[src/design/pga_pkg.sv]
// ----------------------------------------------------------------------------
// pga_pkg
// Shared types and constants for the planet gravity acceleration block.
// ----------------------------------------------------------------------------
package pga_pkg;

    localparam logic OP_WRITE = 1'b0;
    localparam logic OP_QUERY = 1'b1;

    localparam logic REG_PLANET_COUNT = 1'b0;
    localparam logic REG_GRAV_CONST   = 1'b1;

    localparam logic [15:0] GRAV_CONST_RESET = 16'd2000;

    localparam int SQRT_STEPS = 32;
    localparam int MAG_STEPS  = 32;
    localparam int UNIT_STEPS = 62;

    localparam logic signed [39:0] ACC_MAX = 40'sh007FFFFFFF;
    localparam logic signed [39:0] ACC_MIN = 40'shFF80000000;
    localparam logic signed [31:0] OUT_MAX = 32'sh7FFFFFFF;
    localparam logic signed [31:0] OUT_MIN = 32'sh80000000;

    typedef logic [4:0] cmd_code_t;

    localparam cmd_code_t CMD_NONE      = 5'd0;
    localparam cmd_code_t CMD_WRITE     = 5'd1;
    localparam cmd_code_t CMD_START     = 5'd2;
    localparam cmd_code_t CMD_READ      = 5'd3;
    localparam cmd_code_t CMD_DIFF      = 5'd4;
    localparam cmd_code_t CMD_SQX       = 5'd5;
    localparam cmd_code_t CMD_SQY       = 5'd6;
    localparam cmd_code_t CMD_R2        = 5'd7;
    localparam cmd_code_t CMD_COIN      = 5'd8;
    localparam cmd_code_t CMD_GM        = 5'd9;
    localparam cmd_code_t CMD_SQRT_STEP = 5'd10;
    localparam cmd_code_t CMD_MAG_LOAD  = 5'd11;
    localparam cmd_code_t CMD_DIV_STEP  = 5'd12;
    localparam cmd_code_t CMD_MAG_STORE = 5'd13;
    localparam cmd_code_t CMD_UX_LOAD   = 5'd14;
    localparam cmd_code_t CMD_UX_STORE  = 5'd15;
    localparam cmd_code_t CMD_UY_LOAD   = 5'd16;
    localparam cmd_code_t CMD_UY_STORE  = 5'd17;
    localparam cmd_code_t CMD_MULX      = 5'd18;
    localparam cmd_code_t CMD_ACCX      = 5'd19;
    localparam cmd_code_t CMD_MULY      = 5'd20;
    localparam cmd_code_t CMD_ACCY      = 5'd21;
    localparam cmd_code_t CMD_NEXT      = 5'd22;
    localparam cmd_code_t CMD_OUT       = 5'd23;

    typedef struct packed {
        cmd_code_t code;
    } dp_cmd_t;

    typedef struct packed {
        logic r2_zero;
        logic last_body;
        logic empty;
    } dp_status_t;

endpackage

[src/design/pga_ctrl.sv]
// ----------------------------------------------------------------------------
// pga_ctrl
// Sequencer: handshakes and the per-body command schedule for the datapath.
// ----------------------------------------------------------------------------
module pga_ctrl
    import pga_pkg::*;
(
    input  logic       aclk,
    input  logic       aresetn,
    input  logic       s_valid,
    input  logic       s_op,
    output logic       s_ready,
    output logic       m_valid,
    input  logic       m_ready,
    output dp_cmd_t    cmd,
    input  dp_status_t status
);

    localparam logic [4:0] ST_IDLE   = 5'd0;
    localparam logic [4:0] ST_CHKN   = 5'd1;
    localparam logic [4:0] ST_READ   = 5'd2;
    localparam logic [4:0] ST_DIFF   = 5'd3;
    localparam logic [4:0] ST_SQX    = 5'd4;
    localparam logic [4:0] ST_SQY    = 5'd5;
    localparam logic [4:0] ST_R2     = 5'd6;
    localparam logic [4:0] ST_CHKR   = 5'd7;
    localparam logic [4:0] ST_SQRT   = 5'd8;
    localparam logic [4:0] ST_MAGLD  = 5'd9;
    localparam logic [4:0] ST_MAGDIV = 5'd10;
    localparam logic [4:0] ST_MAGST  = 5'd11;
    localparam logic [4:0] ST_UXLD   = 5'd12;
    localparam logic [4:0] ST_UXDIV  = 5'd13;
    localparam logic [4:0] ST_UXST   = 5'd14;
    localparam logic [4:0] ST_UYLD   = 5'd15;
    localparam logic [4:0] ST_UYDIV  = 5'd16;
    localparam logic [4:0] ST_UYST   = 5'd17;
    localparam logic [4:0] ST_MULX   = 5'd18;
    localparam logic [4:0] ST_ACCX   = 5'd19;
    localparam logic [4:0] ST_MULY   = 5'd20;
    localparam logic [4:0] ST_ACCY   = 5'd21;
    localparam logic [4:0] ST_NEXT   = 5'd22;
    localparam logic [4:0] ST_DONE   = 5'd23;

    localparam logic [5:0] SQRT_LAST = 6'(SQRT_STEPS - 1);
    localparam logic [5:0] MAG_LAST  = 6'(MAG_STEPS - 1);
    localparam logic [5:0] UNIT_LAST = 6'(UNIT_STEPS - 1);

    logic [4:0] state_reg, state_next;
    logic [5:0] cnt_reg, cnt_next;
    logic       m_valid_reg, m_valid_next;
    logic       out_free;

    assign s_ready  = (state_reg == ST_IDLE);
    assign m_valid  = m_valid_reg;
    assign out_free = !m_valid_reg || m_ready;

    always_comb begin
        state_next   = state_reg;
        cnt_next     = cnt_reg;
        m_valid_next = m_valid_reg && !m_ready;
        cmd.code     = CMD_NONE;
        unique case (state_reg)
            ST_IDLE: begin
                if (s_valid) begin
                    if (s_op == OP_QUERY) begin
                        cmd.code   = CMD_START;
                        state_next = ST_CHKN;
                    end else begin
                        cmd.code = CMD_WRITE;
                    end
                end
            end
            ST_CHKN:  state_next = status.empty ? ST_DONE : ST_READ;
            ST_READ: begin
                cmd.code   = CMD_READ;
                state_next = ST_DIFF;
            end
            ST_DIFF: begin
                cmd.code   = CMD_DIFF;
                state_next = ST_SQX;
            end
            ST_SQX: begin
                cmd.code   = CMD_SQX;
                state_next = ST_SQY;
            end
            ST_SQY: begin
                cmd.code   = CMD_SQY;
                state_next = ST_R2;
            end
            ST_R2: begin
                cmd.code   = CMD_R2;
                state_next = ST_CHKR;
            end
            ST_CHKR: begin
                cnt_next = '0;
                if (status.r2_zero) begin
                    cmd.code   = CMD_COIN;
                    state_next = ST_NEXT;
                end else begin
                    cmd.code   = CMD_GM;
                    state_next = ST_SQRT;
                end
            end
            ST_SQRT: begin
                cmd.code = CMD_SQRT_STEP;
                cnt_next = cnt_reg + 6'd1;
                if (cnt_reg == SQRT_LAST) begin
                    state_next = ST_MAGLD;
                end
            end
            ST_MAGLD: begin
                cmd.code   = CMD_MAG_LOAD;
                cnt_next   = '0;
                state_next = ST_MAGDIV;
            end
            ST_MAGDIV: begin
                cmd.code = CMD_DIV_STEP;
                cnt_next = cnt_reg + 6'd1;
                if (cnt_reg == MAG_LAST) begin
                    state_next = ST_MAGST;
                end
            end
            ST_MAGST: begin
                cmd.code   = CMD_MAG_STORE;
                state_next = ST_UXLD;
            end
            ST_UXLD: begin
                cmd.code   = CMD_UX_LOAD;
                cnt_next   = '0;
                state_next = ST_UXDIV;
            end
            ST_UXDIV: begin
                cmd.code = CMD_DIV_STEP;
                cnt_next = cnt_reg + 6'd1;
                if (cnt_reg == UNIT_LAST) begin
                    state_next = ST_UXST;
                end
            end
            ST_UXST: begin
                cmd.code   = CMD_UX_STORE;
                state_next = ST_UYLD;
            end
            ST_UYLD: begin
                cmd.code   = CMD_UY_LOAD;
                cnt_next   = '0;
                state_next = ST_UYDIV;
            end
            ST_UYDIV: begin
                cmd.code = CMD_DIV_STEP;
                cnt_next = cnt_reg + 6'd1;
                if (cnt_reg == UNIT_LAST) begin
                    state_next = ST_UYST;
                end
            end
            ST_UYST: begin
                cmd.code   = CMD_UY_STORE;
                state_next = ST_MULX;
            end
            ST_MULX: begin
                cmd.code   = CMD_MULX;
                state_next = ST_ACCX;
            end
            ST_ACCX: begin
                cmd.code   = CMD_ACCX;
                state_next = ST_MULY;
            end
            ST_MULY: begin
                cmd.code   = CMD_MULY;
                state_next = ST_ACCY;
            end
            ST_ACCY: begin
                cmd.code   = CMD_ACCY;
                state_next = ST_NEXT;
            end
            ST_NEXT: begin
                cmd.code   = CMD_NEXT;
                state_next = status.last_body ? ST_DONE : ST_READ;
            end
            ST_DONE: begin
                if (out_free) begin
                    cmd.code     = CMD_OUT;
                    m_valid_next = 1'b1;
                    state_next   = ST_IDLE;
                end
            end
            default: state_next = ST_IDLE;
        endcase
    end

    always_ff @(posedge aclk) begin
        if (!aresetn) begin
            state_reg   <= ST_IDLE;
            cnt_reg     <= '0;
            m_valid_reg <= 1'b0;
        end else begin
            state_reg   <= state_next;
            cnt_reg     <= cnt_next;
            m_valid_reg <= m_valid_next;
        end
    end

endmodule

[config.mk]
export PLATFORM = sky130hd
export DESIGN_NAME = pga_ctrl
export DESIGN_NICKNAME = d
export VERILOG_FILES = /design/src/design/pga_pkg.sv /design/src/design/pga_ctrl.sv
export SDC_FILE = /design/constraint.sdc
export NUM_CORES = 1
export LEC_CHECK = 0
export ABC_AREA = 1
export BUFFER_PORTS_ARGS = -buffer_cell sky130_fd_sc_hd__buf_2
export CORE_ASPECT_RATIO = 0.7
export CORE_MARGIN = 4
export CORE_UTILIZATION = 50
export CTS_CLUSTER_DIAMETER = 200
export DETAILED_ROUTE_END_ITERATION = 16
export PLACE_DENSITY = 0.76
export SLEW_MARGIN = 15
export SYNTH_ARGS = -nofsm -noshare
export SYNTH_HDL_FRONTEND = slang
export SYNTH_SLANG_ARGS = --single-unit
export TNS_END_PERCENT = 50
[constraint.sdc]
create_clock -name aclk -period 2.1 [get_ports aclk]
set_clock_uncertainty 0.2 [all_clocks]
set_input_delay 0.105 -clock aclk [delete_from_list [all_inputs] [get_ports aclk]]
set_output_delay 0.105 -clock aclk [all_outputs]
set_load 0.005 [all_outputs]
Word level (Yosys, flattened, before mapping)

Index checks and enable logic that the tools add are counted.

Bits in registers: 12
Latch bits: 0
RAM bits: 0
Memory bits (read-only): 0
Output and inout port bits: 7
Logic and storage cells: 65
Memories kept: 0

$add $sub $neg: 1
$mul: 0
Div/mod/pow operators: 0
$lt $le $gt $ge: 0
Equality and inequality tests: 32
Shifts and indexed selects: 0
Mux-type cells: 19
Bitwise logic cells: 0
Reductions and logical operators: 10

Operator list:

| kind                                                                  | count |
|---|---|
| 5-bit one-hot mux with 24 select lines                                | 1 |
| 5-bit one-hot mux with 21 select lines                                | 1 |
| 5-bit two-way mux                                                     | 11 |
| 5-bit by 4-bit equality test with 1-bit output, second input constant | 8 |
| 5-bit equality test, second input constant                            | 8 |
| 5-bit by 3-bit equality test with 1-bit output, second input constant | 4 |
| 2-bit != test, second input constant                                  | 7 |
| 6-bit one-hot mux with 2 select lines                                 | 1 |
| 5-bit by 2-bit equality test with 1-bit output, second input constant | 2 |
| 4-bit OR reduction                                                    | 2 |
| 7-bit AND reduction                                                   | 1 |
| 6-bit by 1-bit adder with 6-bit output, second input constant         | 1 |
| 6-bit by 5-bit equality test with 1-bit output, second input constant | 1 |
| 6-bit equality test, second input constant                            | 1 |
| 5-bit by 1-bit equality test with 1-bit output, second input constant | 1 |
| 5-bit zero test                                                       | 1 |
| 2-bit two-way mux                                                     | 2 |
| 1-bit two-way mux                                                     | 3 |
| 3-bit OR reduction                                                    | 1 |
| 1-bit zero test                                                       | 2 |
| 2-bit nonzero test                                                    | 1 |
| 1-bit logical AND                                                     | 1 |
| 1-bit logical OR                                                      | 1 |

Depth between registers and ports, before layout

Gate-level depths: netlist of the first run.

Depth after elaboration: 4
Mapped depth: 10
Mapped depth without buffers: 10

Least setup slack after synthesis of the first run

OpenSTA, ideal clock, no wires.

Path kind: register to register
From: reg state_reg[3]
To: reg cnt_reg[5]
Setup time: 0.116 ns
Data arrival time: 1.262 ns
Data required time: 1.784 ns
Path slack: 0.522 ns
Stages on the path, launching flop included: 10
Path buffers: 0
Period minus slack after synthesis: 1.578 ns
Cells stage by stage: dfxtp_1 > inv_2 > nor2_1 > inv_2 > a21oi_4 > nor2_2 > inv_2 > nand2_2 > o21ai_0 > nor2_1

Word-level cells in the longest chain between the ends: 3

RTL lines:

| item                                                                        | RTL line        | source |
|---|---|---|
| from (decl)                                                                 | pga_ctrl.sv:48  | `logic [4:0] state_reg, state_next;` |
| from (signal assigned)                                                      | pga_ctrl.sv:196 | `state_reg <= state_next;` |
| 5-bit equality test (tied with other cells)                                 | pga_ctrl.sv:62  | `unique case (state_reg)` |
| 4-bit OR reduction (no source line)                                         | n/a             |  |
| 6-bit one-hot mux with 2 select lines or 2-bit nonzero test (tied branches) | n/a             |  |
| to (signal assigned)                                                        | pga_ctrl.sv:197 | `cnt_reg <= cnt_next;` |
| to (decl)                                                                   | pga_ctrl.sv:49  | `logic [5:0] cnt_reg, cnt_next;` |

Parallel ways exist; a longest one is shown, timed or not.
A chain may end at the register's enable or synchronous reset.

==> results.md, run 1 <==
Floorplanning:
- The starting density of the core is 0.563.
- The x dimension of the die is 64.2 um.
- In this run the vertical extent of the chip is 47.4 um.
- Row generation in the floorplan step produced 13 rows.
- The area enclosed by the die boundary is 3040 um2.
- The area inside the core boundary is 1970 um2.
- The number of top-level design ports is 15.

Logic synthesis:
- Of the synthesized area, sequential elements account for 0.217.
- The synthesized netlist contains 26 unique library cells.
- For this run, asynchronously set or reset flops after synthesis account for 0.
- In the synthesized netlist the dominant register cell turns out to be sky130_fd_sc_hd__dfxtp_1.
- The cell area after synthesis is 1110 um2.
- The number of register bits inferred by synthesis is 12.
- Counting flops with a built-in enable in the synthesized netlist gives 0.
- When the netlist entered floorplanning its net count stood at 202.
- The biggest area contributor in the post-synthesis netlist is sky130_fd_sc_hd__dfxtp_1.
- Ranked by total cell area, the synthesized netlist is headed by sky130_fd_sc_hd__dfxtp_1, sky130_fd_sc_hd__nand2_1, sky130_fd_sc_hd__nor2_1, sky130_fd_sc_hd__nand3_1, sky130_fd_sc_hd__inv_1.
- Synthesis handed over a netlist of 192 instances.
- The Yosys step of the flow raised 0 warnings.
- Each instance of the synthesized netlist takes up on average 5.77 um2.
- Of the post-synthesis cell area, the dominant cell type holds 0.217.

Cells and area:
- The final cell utilization of the core is 0.683.
- In the final layout, the share of cells above drive strength 1 is 0.240.
- After the last flow step, the layout net total stands at 228.
- The flip-flop count of the largest register after layout is 6.
- Relative to the synthesized area, the layout overhead comes to 21.4%.
- The antenna diode count is 0.

STA:
- Setup repair after global routing could not meet its margin everywhere.
- At the pin with the least slew margin, the transition time is 0.316 ns.
- The tightest hold margin is 0.0726 ns.
- The worst pin sits at a relative slew slack of 0.789.
- The clock period minus worst slack is 2.06 ns.
- The final setup violation count is 0.
- The count of endpoints failing hold in the final timing report is 0.
- Derived from the worst setup path, the maximum achievable clock frequency is 0.486 GHz.
- The final-report max-slew violation count was 0.
- In the finished design, the share of the clock period the worst path needs comes to 0.980.
- The final setup slack of the worst path is 0.0425 ns.

Global routing:
- The met1 demand-to-capacity share in global routing is 0.356.
- The largest net degree at the start of global routing is 13.
- In the global route stage, met2 resource usage came out at 0.346.
- The met3 usage in global routing is 0.0789.
- The number of global-route vias before repair came to 1162.
- The first-pass GRT wire length is 5.58 mm.
- The global-route usage over all layers is 0.244.
- The total overflow reported by the global router is 0.
- The layer carrying the most global-route usage is met1.
- The number of antenna violations at the first check in global routing is 0.

Detailed routing:
- After detailed routing, the average wire length per cell comes to 14.3 um.
- Dividing the detail-routed via count by the number of cells gives 5.56.
- The first TritonRoute pass finished after 4 iterations.
- The detailed router placed 1373 vias in this run.
- The DRC violation count after routing is 0.
- For this block, the routed nets add up to 3.53 mm of wire.
- The count of nets left with antenna violations once routing finished came out at 0.
- The number of violations reported at the end of detailed-routing iteration 0 is 163.

Place:
- The global placer's final weighted congestion is 0.937.
- Summed over all nets, the half-perimeter wirelength after detailed placement is 2.68 mm.
- The count of buffers inserted at the top-level ports is 14.
- The worst slack at placement is 0.234 ns.

Power:
- The analysis attributes to cell leakage a power of 0.694 nW.
- VDD sags by at most 0.000565 V.
- The overall power is 1.39 mW.
- Dividing total power by cell area gives a power density of 1040 nW/um2.

Clocking:
- TritonCTS built the clock tree.
- Counting along the longest clock path gives a buffer depth of 2.
- Buffers inserted during clock tree synthesis total 3.
- The clock drives 12 sinks.
- The H-tree depth is 1.
- For the worst-skew pair, the clock arrives at the later sink with an insertion delay of 0.28 ns.
- The tree is rooted in a sky130_fd_sc_hd__clkbuf_4.
- The clock-pin slew reported for the worst setup and hold paths after clock tree synthesis is 0.08 ns.

Critical path:
- The class of the most critical setup path is register to primary output.
- The worst endpoint data arrival time is 1.75 ns.
- STA classifies the critical path endpoint as a primary output.
- Of all nets on the critical path, the largest fanout is 4.
- The data required time at the worst endpoint is 1.79 ns.
- The critical path startpoint category is a register.
- For flop-to-flop paths, the worst setup slack is 0.19 ns.

Run:
- The number of maximum-capacitance violations is 0.

Worst hold path:
- The classification of the worst-slack hold path is primary input to register.

Status:
- The flow ran to the end, and the final reports show no timing, DRC or antenna violations.
worst max-delay path: stages (launching register included):
cell	delay, ns
sky130_fd_sc_hd__dfxtp_1	0.39
sky130_fd_sc_hd__nand2_1	0.22
sky130_fd_sc_hd__nor2_1	0.11
sky130_fd_sc_hd__nor2_2	0.19
sky130_fd_sc_hd__o21ai_2	0.09
sky130_fd_sc_hd__nor3_2	0.20
sky130_fd_sc_hd__nand4_1	0.13
sky130_fd_sc_hd__buf_2	0.15
cells in the mapped netlist, drive strengths merged, types with 2 or more instances:
| library cell | n |
|---|---|
| inv | 25 |
| nand4 | 6 |
| o211ai | 2 |
| nand3 | 17 |
| nand2 | 56 |
| nor3 | 5 |
| nand3b | 2 |
| o21ai | 10 |
| a21oi | 10 |
| or2 | 2 |
| nor2 | 38 |
| dfxtp | 12 |
| ha | 2 |
metal layers:
| layer | share of wire | routed length, um |
|---|---|---|
| met2 | 0.39 | 1380 |
| met1 | 0.45 | 1580 |
| met3 | 0.16 | 550 |
| met5 | 0 | 0 |
| met4 | 0.0043 | 15 |
area by class of cell:
type	instances	area [um2]
multi-input combinational	153	786
tap	30	37.5
timing repair buffer	22	135
sequential	12	249
inverter	26	100
fill	180	624
clock buffer	4	36.3
where the power goes:
part	internal (mW)	total [mW]	leakage, nW	switching, mW
registers	0.274	0.339	0.0989	0.0653
logic	0.304	0.862	0.574	0.557
clock network	0.105	0.194	0.0210	0.0886
total	0.684	1.39	0.694	0.711
through the flow:
step                cells  TNS (ns)  instance area [um2]
floorplan             192         0                 1110
global placement      237         0                 1220
detailed placement    237         0                 1220
CTS                   243         0                 1280
global route          247    -0.126                 1340
finish                247         0                 1340
kinds of logic (layout without fill, tap and decap cells):
family | after synthesis | in the layout | share of synthesized area
flip-flops | 12 | 12 | 0.217
buffers and inverters | 27 | 52 | 0.0949
AO/OA/AOI/OAI | 24 | 24 | 0.128
XOR/XNOR | 1 | 1 | 0.00791
AND/OR/NAND/NOR | 126 | 126 | 0.530
adder cells (fa/ha/maj) | 2 | 2 | 0.0226
final timing paths:
| check | endpoint | depth (start not counted) | from |
|---|---|---|---|
| min reg2reg | cnt_reg[1] | 2 | cnt_reg[1] |
| max reg2reg | state_reg[4] | 9 | cnt_reg[1] |
| min | state_reg[0] | 7 | status[1] |
| max | cmd[2] | 7 | state_reg[3] |
cell usage in the layout (no fill, tap or decap), types with 4 or more instances in the layout:
| cell type | instances |
|---|---|
| sky130_fd_sc_hd__nand2_1 | 50 |
| sky130_fd_sc_hd__nor2_1 | 28 |
| sky130_fd_sc_hd__inv_1 | 21 |
| sky130_fd_sc_hd__nand3_1 | 17 |
| sky130_fd_sc_hd__buf_2 | 14 |
| sky130_fd_sc_hd__a21oi_1 | 9 |
| sky130_fd_sc_hd__dfxtp_1 | 9 |
| sky130_fd_sc_hd__nor2_2 | 6 |
| sky130_fd_sc_hd__nand4_1 | 6 |
| sky130_fd_sc_hd__o21ai_0 | 6 |
| sky130_fd_sc_hd__buf_4 | 6 |
| sky130_fd_sc_hd__nand2_2 | 5 |
| sky130_fd_sc_hd__nor2_4 | 4 |
repair_timing:
item	CTS	global route
hold endpoints to repair	6	0
setup endpoints to repair	3	5
pin swaps	0	4
resized for setup	2	13
setup buffers	0	4
hold buffers	2	0
Power figures use the tool's default switching activity.
==> inputs of run 2 (changes only) <==
Settings changed: GPL_TIMING_DRIVEN set to 0.
==> run 2 against run 1 <==
Power shrank 0.23%; die area did not move; first-iteration DRC count fell by 29%; sequential power up 3%; sequential cell count unchanged; fmax rose by 2.4%; largest power group unchanged.
==> results.md, run 2 (same netlist as run 1, synthesis figures left out) <==
STA:
- The fmax is 0.498 GHz (+2.4%).
- The final-report max-slew violation count is 0 (unchanged).
- Setup repair after global routing could not meet its margin everywhere.
- The tightest hold margin is 0.0908 ns (+0.0183 ns).
- The final setup violation count is 0 (unchanged).
- The count of endpoints failing hold in the final timing report is 0 (unchanged).
- The total negative slack is 0 ns (unchanged).
- The final setup slack of the worst path is 0.0908 ns (+0.0483 ns).
- The slew at the pin closest to its max-slew limit was 0.334 ns (+0.0186 ns).
- The relative slew slack came to 0.775 (-0.0140).
- The post-route clock period utilization is 0.957 (-0.0230).
- The clock period minus worst slack was 2.01 ns (-0.0483 ns).

Critical path:
- The worst endpoint data arrival time is 1.70 ns (-0.05 ns).
- The type of element capturing the critical path is a primary output.
- The worst setup path is launched from a register.
- The biggest cell delay along the critical path was 0.38 ns (about the same).
- The data required time at the worst endpoint is 1.79 ns (about the same).
- The signal on the critical path passes through nor2_4 -> nand2_4 -> nor2_1 -> nor2_2 -> o21ai_0 -> nor3_2 -> o211ai_1 -> buf_2.
- The worst setup slack for register-to-register paths was 0.15 ns (-0.04 ns).
- The biggest fanout along the worst timing path was 7 (+3).
- The critical path is of the register to primary output type.
- The slowest stage of the critical path belongs to the cell sky130_fd_sc_hd__dfxtp_4.
- The endpoint identified for the worst register-to-register timing path is state_reg[1].
- The number of cells traversed by the worst register-to-register path came to 9 (unchanged).
- The worst register-to-register path begins at cnt_reg[0].

Floorplanning:
- The vertical die dimension was 47.4 um (unchanged).
- The number of rows in the core area was 13 (unchanged).
- The area inside the core boundary is 1970 um2 (unchanged).
- The number of top-level design ports came to 15 (unchanged).
- The area enclosed by the die boundary is 3040 um2 (unchanged).
- The x dimension of the die is 64.2 um (unchanged).
- The starting density of the core is 0.563 (unchanged).

Global routing:
- The number of global-route vias before repair came to 1079 (-7.1%).
- The first-pass GRT wire length is 5.18 mm (-7.1%).
- The total overflow reported by the global router is 0 (unchanged).
- The number of antenna violations at the first check in global routing is 0 (unchanged).
- The largest net degree at the start of global routing is 11 (-2).
- The global-route usage over all layers came to 0.227 (-0.0168).

Detailed routing:
- The met3 wirelength from detailed routing is 472 um (-14%).
- The met2 layer wire length in the routed design is 1.32 mm (-4.3%).
- The detailed-router iteration count before antenna repair is 4 (unchanged).
- The post-route antenna net violation count is 0 (unchanged).
- The number of violations reported at the end of detailed-routing iteration 0 is 115 (-29%).
- The detailed-route wire length per cell is 13.5 um (-5.2%).
- The DRC violation count after routing was 0 (unchanged).
- The detailed-route wire length came to 3.34 mm (-5.2%).
- The total via count after detailed routing is 1360 (-0.95%).
- The detail-routed via count per cell was 5.51 (-0.95%).
- In this run the top signal layer used is met4.
- The wire length on met1 is 1.53 mm (-2.8%).

Cells and area:
- The most common library cell in the layout ignoring fill and taps is sky130_fd_sc_hd__nand2_1.
- The area growth from synthesis to layout is 21.7%.
- The number of nets at the end of the flow is 228 (unchanged).
- The final instance area is 1350 um2 (+0.28%).
- The post-layout instance count excluding filler cells is 247 (unchanged).
- The final cell utilization of the core is 0.685 (+0.00191).
- The flip-flop count of the largest register after layout is 6 (unchanged).
- In the layout the commonest cells are sky130_fd_sc_hd__nand2_1, sky130_fd_sc_hd__nor2_1, sky130_fd_sc_hd__inv_1.
- The antenna diode count is 0 (unchanged).
- The fraction of final layout cells with drive strength greater than 1 was 0.249 (+0.00922).

Clocking:
- The clock-pin slew reported for the worst setup and hold paths after clock tree synthesis is 0.07 ns (about the same).
- The TritonCTS buffer count is 3 (unchanged).
- The H-tree depth is 1 (unchanged).
- The root buffer selected by CTS is sky130_fd_sc_hd__clkbuf_4.
- The TritonCTS clock tree is built.
- The number of clock sinks seen by CTS is 12 (unchanged).
- The insertion delay to the later sink of the worst-skew pair is 0.28 ns (about the same).
- The buffer depth of the longest clock path came to 2 (unchanged).

Place:
- The placed cell area is 1210 um2 (-0.61%).
- The count of buffers inserted at the top-level ports was 14 (unchanged).
- The global placer's final weighted congestion was 0.889 (-5.1%).
- The worst slack at placement is 0.136 ns (-0.0977 ns).
- The count of placed standard cells including taps was 236 (-0.42%).
- The placed wire-length estimate came to 2.50 mm (-7.1%).

Status:
- The flow ran to the end, and the final reports show no timing, DRC or antenna violations.

Power:
- The maximum ir drop on the vdd rail came to 0.000581 V (+2.9%).
- The overall power is 1.39 mW (-0.23%).
- The power per standard cell area is 1030 nW/um2 (-0.51%).
- The total leakage power is 0.694 nW (about the same).

Worst hold path:
- The worst hold path begins at status[1].
- The number of stages on the worst hold path is 7 (unchanged).
- The worst hold path belongs to the class primary input to register.
- The worst hold path terminates at state_reg[0].

Run:
- The number of maximum-capacitance violations is 0 (unchanged).
## run 2: worst max-delay path: cells and delay by family (launching register included)
family	cells	cell delay, ns
simple gates	5	0.68
compound gates	2	0.23
buf+inv	1	0.13
flops	1	0.38
## run 2: worst max-delay path by stage
stage                       from    endpoint  slack, ns  depth (start not counted)
floorplan           state_reg[3]  cnt_reg[5]       0.52                          9
global placement    state_reg[0]      cmd[2]       0.15                          8
detailed placement  state_reg[0]      cmd[2]       0.14                          8
CTS                 state_reg[0]      cmd[2]      0.004                          8
global route        state_reg[0]      cmd[1]      -0.01                          8
finish              state_reg[0]      cmd[1]       0.09                          8
## run 2: routing by layer
| layer | vias up | global-route usage |
|---|---|---|
| li1 | 673 | - |
| met1 | 596 | 0.333 |
| met2 | 89 | 0.330 |
| met4 | 0 | 0.0378 |
| met3 | 2 | 0.0694 |
| met5 | - | 0 |
## run 2: power breakdown
| part | leakage [nW] | internal, mW | switching [mW] |
|---|---|---|---|
| clock network | 0.0210 | 0.105 | 0.0826 |
| logic | 0.573 | 0.312 | 0.543 |
| registers | 0.100 | 0.277 | 0.0712 |
| total | 0.694 | 0.695 | 0.697 |
## run 2: layout make-up
type | instances | area [um2]
Buffer | 1 | 7.51
Clock buffer | 4 | 36.3
Fill cell | 189 | 621
Inverter | 26 | 97.6
Multi-Input combinational cell | 154 | 795
Sequential cell | 12 | 254
Tap cell | 30 | 37.5
Timing Repair Buffer | 20 | 120
## run 2: repair_timing
item / in CTS / in global routing
gates cloned: 0 / 1
endpoints found under the hold margin: 4 / 0
hold buffers: 2 / 0
gates resized for setup: 5 / 10
endpoints found under the setup margin: 3 / 5
buffers inserted: 0 / 4
pin swaps: 2 / 3
==> inputs of run 3 (changes only) <==
Settings changed: BUFFER_PORTS_ARGS -buffer_cell sky130_fd_sc_hd__buf_2 to unset, DONT_BUFFER_PORTS set to 1, PLACE_DENSITY 0.76 to 0.7.
==> run 3 against run 2 <==
Critical endpoint unchanged; utilization fell by 5.1 points; first-iteration DRC count is 21% higher; clock-buffer cell count did not move; highest routed layer unchanged.
==> results.md, run 3 (same netlist as run 1, synthesis figures left out) <==
Place:
- The placed wire-length estimate was 2.51 mm (+0.76%).
- The global placer's final weighted congestion came to 0.888 (about the same).
- The count of buffers inserted at the top-level ports is 0 (-14).
- The count of placed standard cells including taps is 222 (-5.9%).
- The placed cell area is 1140 um2 (-5.8%).

Clocking:
- The TritonCTS buffer count is 3 (unchanged).
- The number of clock sinks seen by CTS came to 12 (unchanged).
- The buffer depth of the longest clock path is 2 (unchanged).
- The insertion delay to the later sink of the worst-skew pair is 0.28 ns (about the same).
- The clock-pin slew reported for the worst setup and hold paths after clock tree synthesis was 0.08 ns (about the same).
- TritonCTS built the clock tree.
- The H-tree depth is 1 (unchanged).
- The number of setup buffers added after CTS was 0 (unchanged).
- CTS placed an instance of sky130_fd_sc_hd__clkbuf_4 at the clock tree root.

STA:
- Setup repair after global routing could not meet its margin everywhere.
- The clock period minus worst slack is 2.00 ns (-0.00504 ns).
- The fmax is 0.499 GHz (+0.25%).
- The count of endpoints failing hold in the final timing report is 0 (unchanged).
- The slew at the pin closest to its max-slew limit is 0.300 ns (-0.0345 ns).
- The post-route clock period utilization is 0.954 (-0.00240).
- The final setup violation count is 0 (unchanged).
- The final-report max-slew violation count was 0 (unchanged).
- The relative slew slack is 0.799 (+0.0246).
- The tightest hold margin is 0.0712 ns (-0.0196 ns).

Floorplanning:
- The vertical die dimension was 47.4 um (unchanged).
- The number of top-level design ports is 15 (unchanged).
- The number of rows in the core area is 13 (unchanged).
- The x dimension of the die came to 64.2 um (unchanged).
- The area enclosed by the die boundary is 3040 um2 (unchanged).
- The area inside the core boundary is 1970 um2 (unchanged).
- The starting density of the core is 0.563 (unchanged).

Detailed routing:
- The detailed-route wire length per cell was 13.5 um (-0.26%).
- The detailed-router iteration count before antenna repair came to 4 (unchanged).
- The detail-routed via count per cell is 5.52 (+0.28%).
- The DRC violation count after routing was 0 (unchanged).
- The detailed-route wire length is 3.10 mm (-7.1%).
- The number of violations reported at the end of detailed-routing iteration 0 is 139 (+21%).
- The post-route antenna net violation count came to 0 (unchanged).
- The total via count after detailed routing is 1270 (-6.6%).

Power:
- The power per standard cell area is 1020 nW/um2 (-1.5%).
- The overall power came to 1.27 mW (-8.8%).
- The maximum ir drop on the vdd rail is 0.000719 V (+24%).
- The total leakage power came to 0.617 nW (-11%).

Global routing:
- The total overflow reported by the global router is 0 (unchanged).
- The number of global-route vias before repair is 1096 (+1.6%).
- The largest net degree at the start of global routing is 11 (unchanged).
- The first-pass GRT wire length is 5.18 mm (-0.12%).
- The global-route usage over all layers came to 0.227 (about the same).
- The number of antenna violations at the first check in global routing is 0 (unchanged).

Cells and area:
- The post-layout instance count excluding filler cells came to 230 (-6.9%).
- The final-layout fill cell count came to 195 (+3.2%).
- The fraction of final layout cells with drive strength greater than 1 was 0.165 (-0.0838).
- Leaving out fill and tap cells, the most frequent cell in the layout is sky130_fd_sc_hd__nand2_1.
- The number of nets at the end of the flow is 211 (-7.5%).
- The flip-flop count of the largest register after layout is 6 (unchanged).
- The antenna diode count came to 0 (unchanged).
- In the layout the commonest cells are sky130_fd_sc_hd__nand2_1, sky130_fd_sc_hd__nor2_1, sky130_fd_sc_hd__inv_1.
- The final instance area is 1250 um2 (-7.4%).
- Compared with the post-synthesis result, the final layout area differs by 12.7%.

Worst hold path:
- The startpoint identified for the worst hold timing path is s_op.
- The min-delay analysis places its worst path in the category primary input to register.

Critical path:
- The slowest stage of the critical path belongs to the cell sky130_fd_sc_hd__dfxtp_2.
- The biggest fanout along the worst timing path is 7 (unchanged).
- The type of element capturing the critical path is a primary output.
- The critical path is of the register to primary output type.
- In this run the worst setup path begins at state_reg[0].
- Walking the worst path, the cells encountered are nor2_4 -> nand2_4 -> nor2_1 -> nor2_2 -> o21ai_1 -> nor3_2 -> o211ai_1.
- The data required time at the worst endpoint is 1.79 ns (about the same).
- STA classifies the critical path startpoint as a register.
- The worst endpoint data arrival time was 1.70 ns (about the same).
- The biggest cell delay along the critical path was 0.37 ns (about the same).
- The total buffers and inverters traversed by the critical path came to 0 (-1).
- The kind of cell with the highest combined delay along the critical path is simple AND/OR/NAND/NOR gates.
- The startpoint identified for the worst register-to-register timing path is state_reg[3].

Status:
- The run finished with clean final reports.

Run:
- The number of maximum-capacitance violations is 0 (unchanged).
run 3: metrics by stage:
step	setup TNS (ns)	utilization	worst slack, ns
after global placement	0	0.582	0.256
after detailed placement	0	0.582	0.223
final	0	0.634	0.0959
after CTS	0	0.623	0.0214
after floorplan	0	-	0.522
after global routing	-0.0243	0.634	-0.0178
run 3: layout make-up:
type | count | area [um2] | area share
multi-input combinational | 153 | 783 | 0.628
tap | 30 | 37.5 | 0.0301
clock buffer | 4 | 36.3 | 0.0291
timing repair buffer | 4 | 40.0 | 0.0321
buffer | 1 | 7.51 | 0.00602
inverter | 26 | 97.6 | 0.0782
sequential | 12 | 245 | 0.197
run 3: final timing paths:
path | end | slack, ns | depth (start not counted)
worst min register to register | cnt_reg[1] | 0.30 | 2
worst max register to register | cnt_reg[4] | 0.26 | 10
worst min-delay path | state_reg[1] | 0.07 | 6
worst max-delay path | cmd[1] | 0.1 | 7
run 3: power breakdown:
group / switching, mW / internal, mW
clock: 0.0857 / 0.106
sequential: 0.0684 / 0.269
combinational: 0.507 / 0.233
run 3: metal layers:
layer,up-vias,routed length [um],global-route usage
li1,637,-,-
met5,-,0,0
met2,74,1180,0.314
met4,0,19,0.0504
met3,4,457,0.0742
met1,555,1450,0.338
run 3: tightest hold or removal path, stage by stage:
cell	delay, ns
sky130_fd_sc_hd__nand2_1	0.06
sky130_fd_sc_hd__nand2_1	0.07
sky130_fd_sc_hd__nand2_1	0.09
sky130_fd_sc_hd__nor2_1	0.08
sky130_fd_sc_hd__nand2_1	0.07
sky130_fd_sc_hd__a21oi_1	0.05
run 3: timing repair:
| action | CTS | global route |
|---|---|---|
| endpoints found under the setup margin | 3 | 5 |
| hold buffers | 4 | 0 |
| pin swaps | 0 | 2 |
| hold endpoints to repair | 12 | 0 |
| gates resized for setup | 3 | 8 |
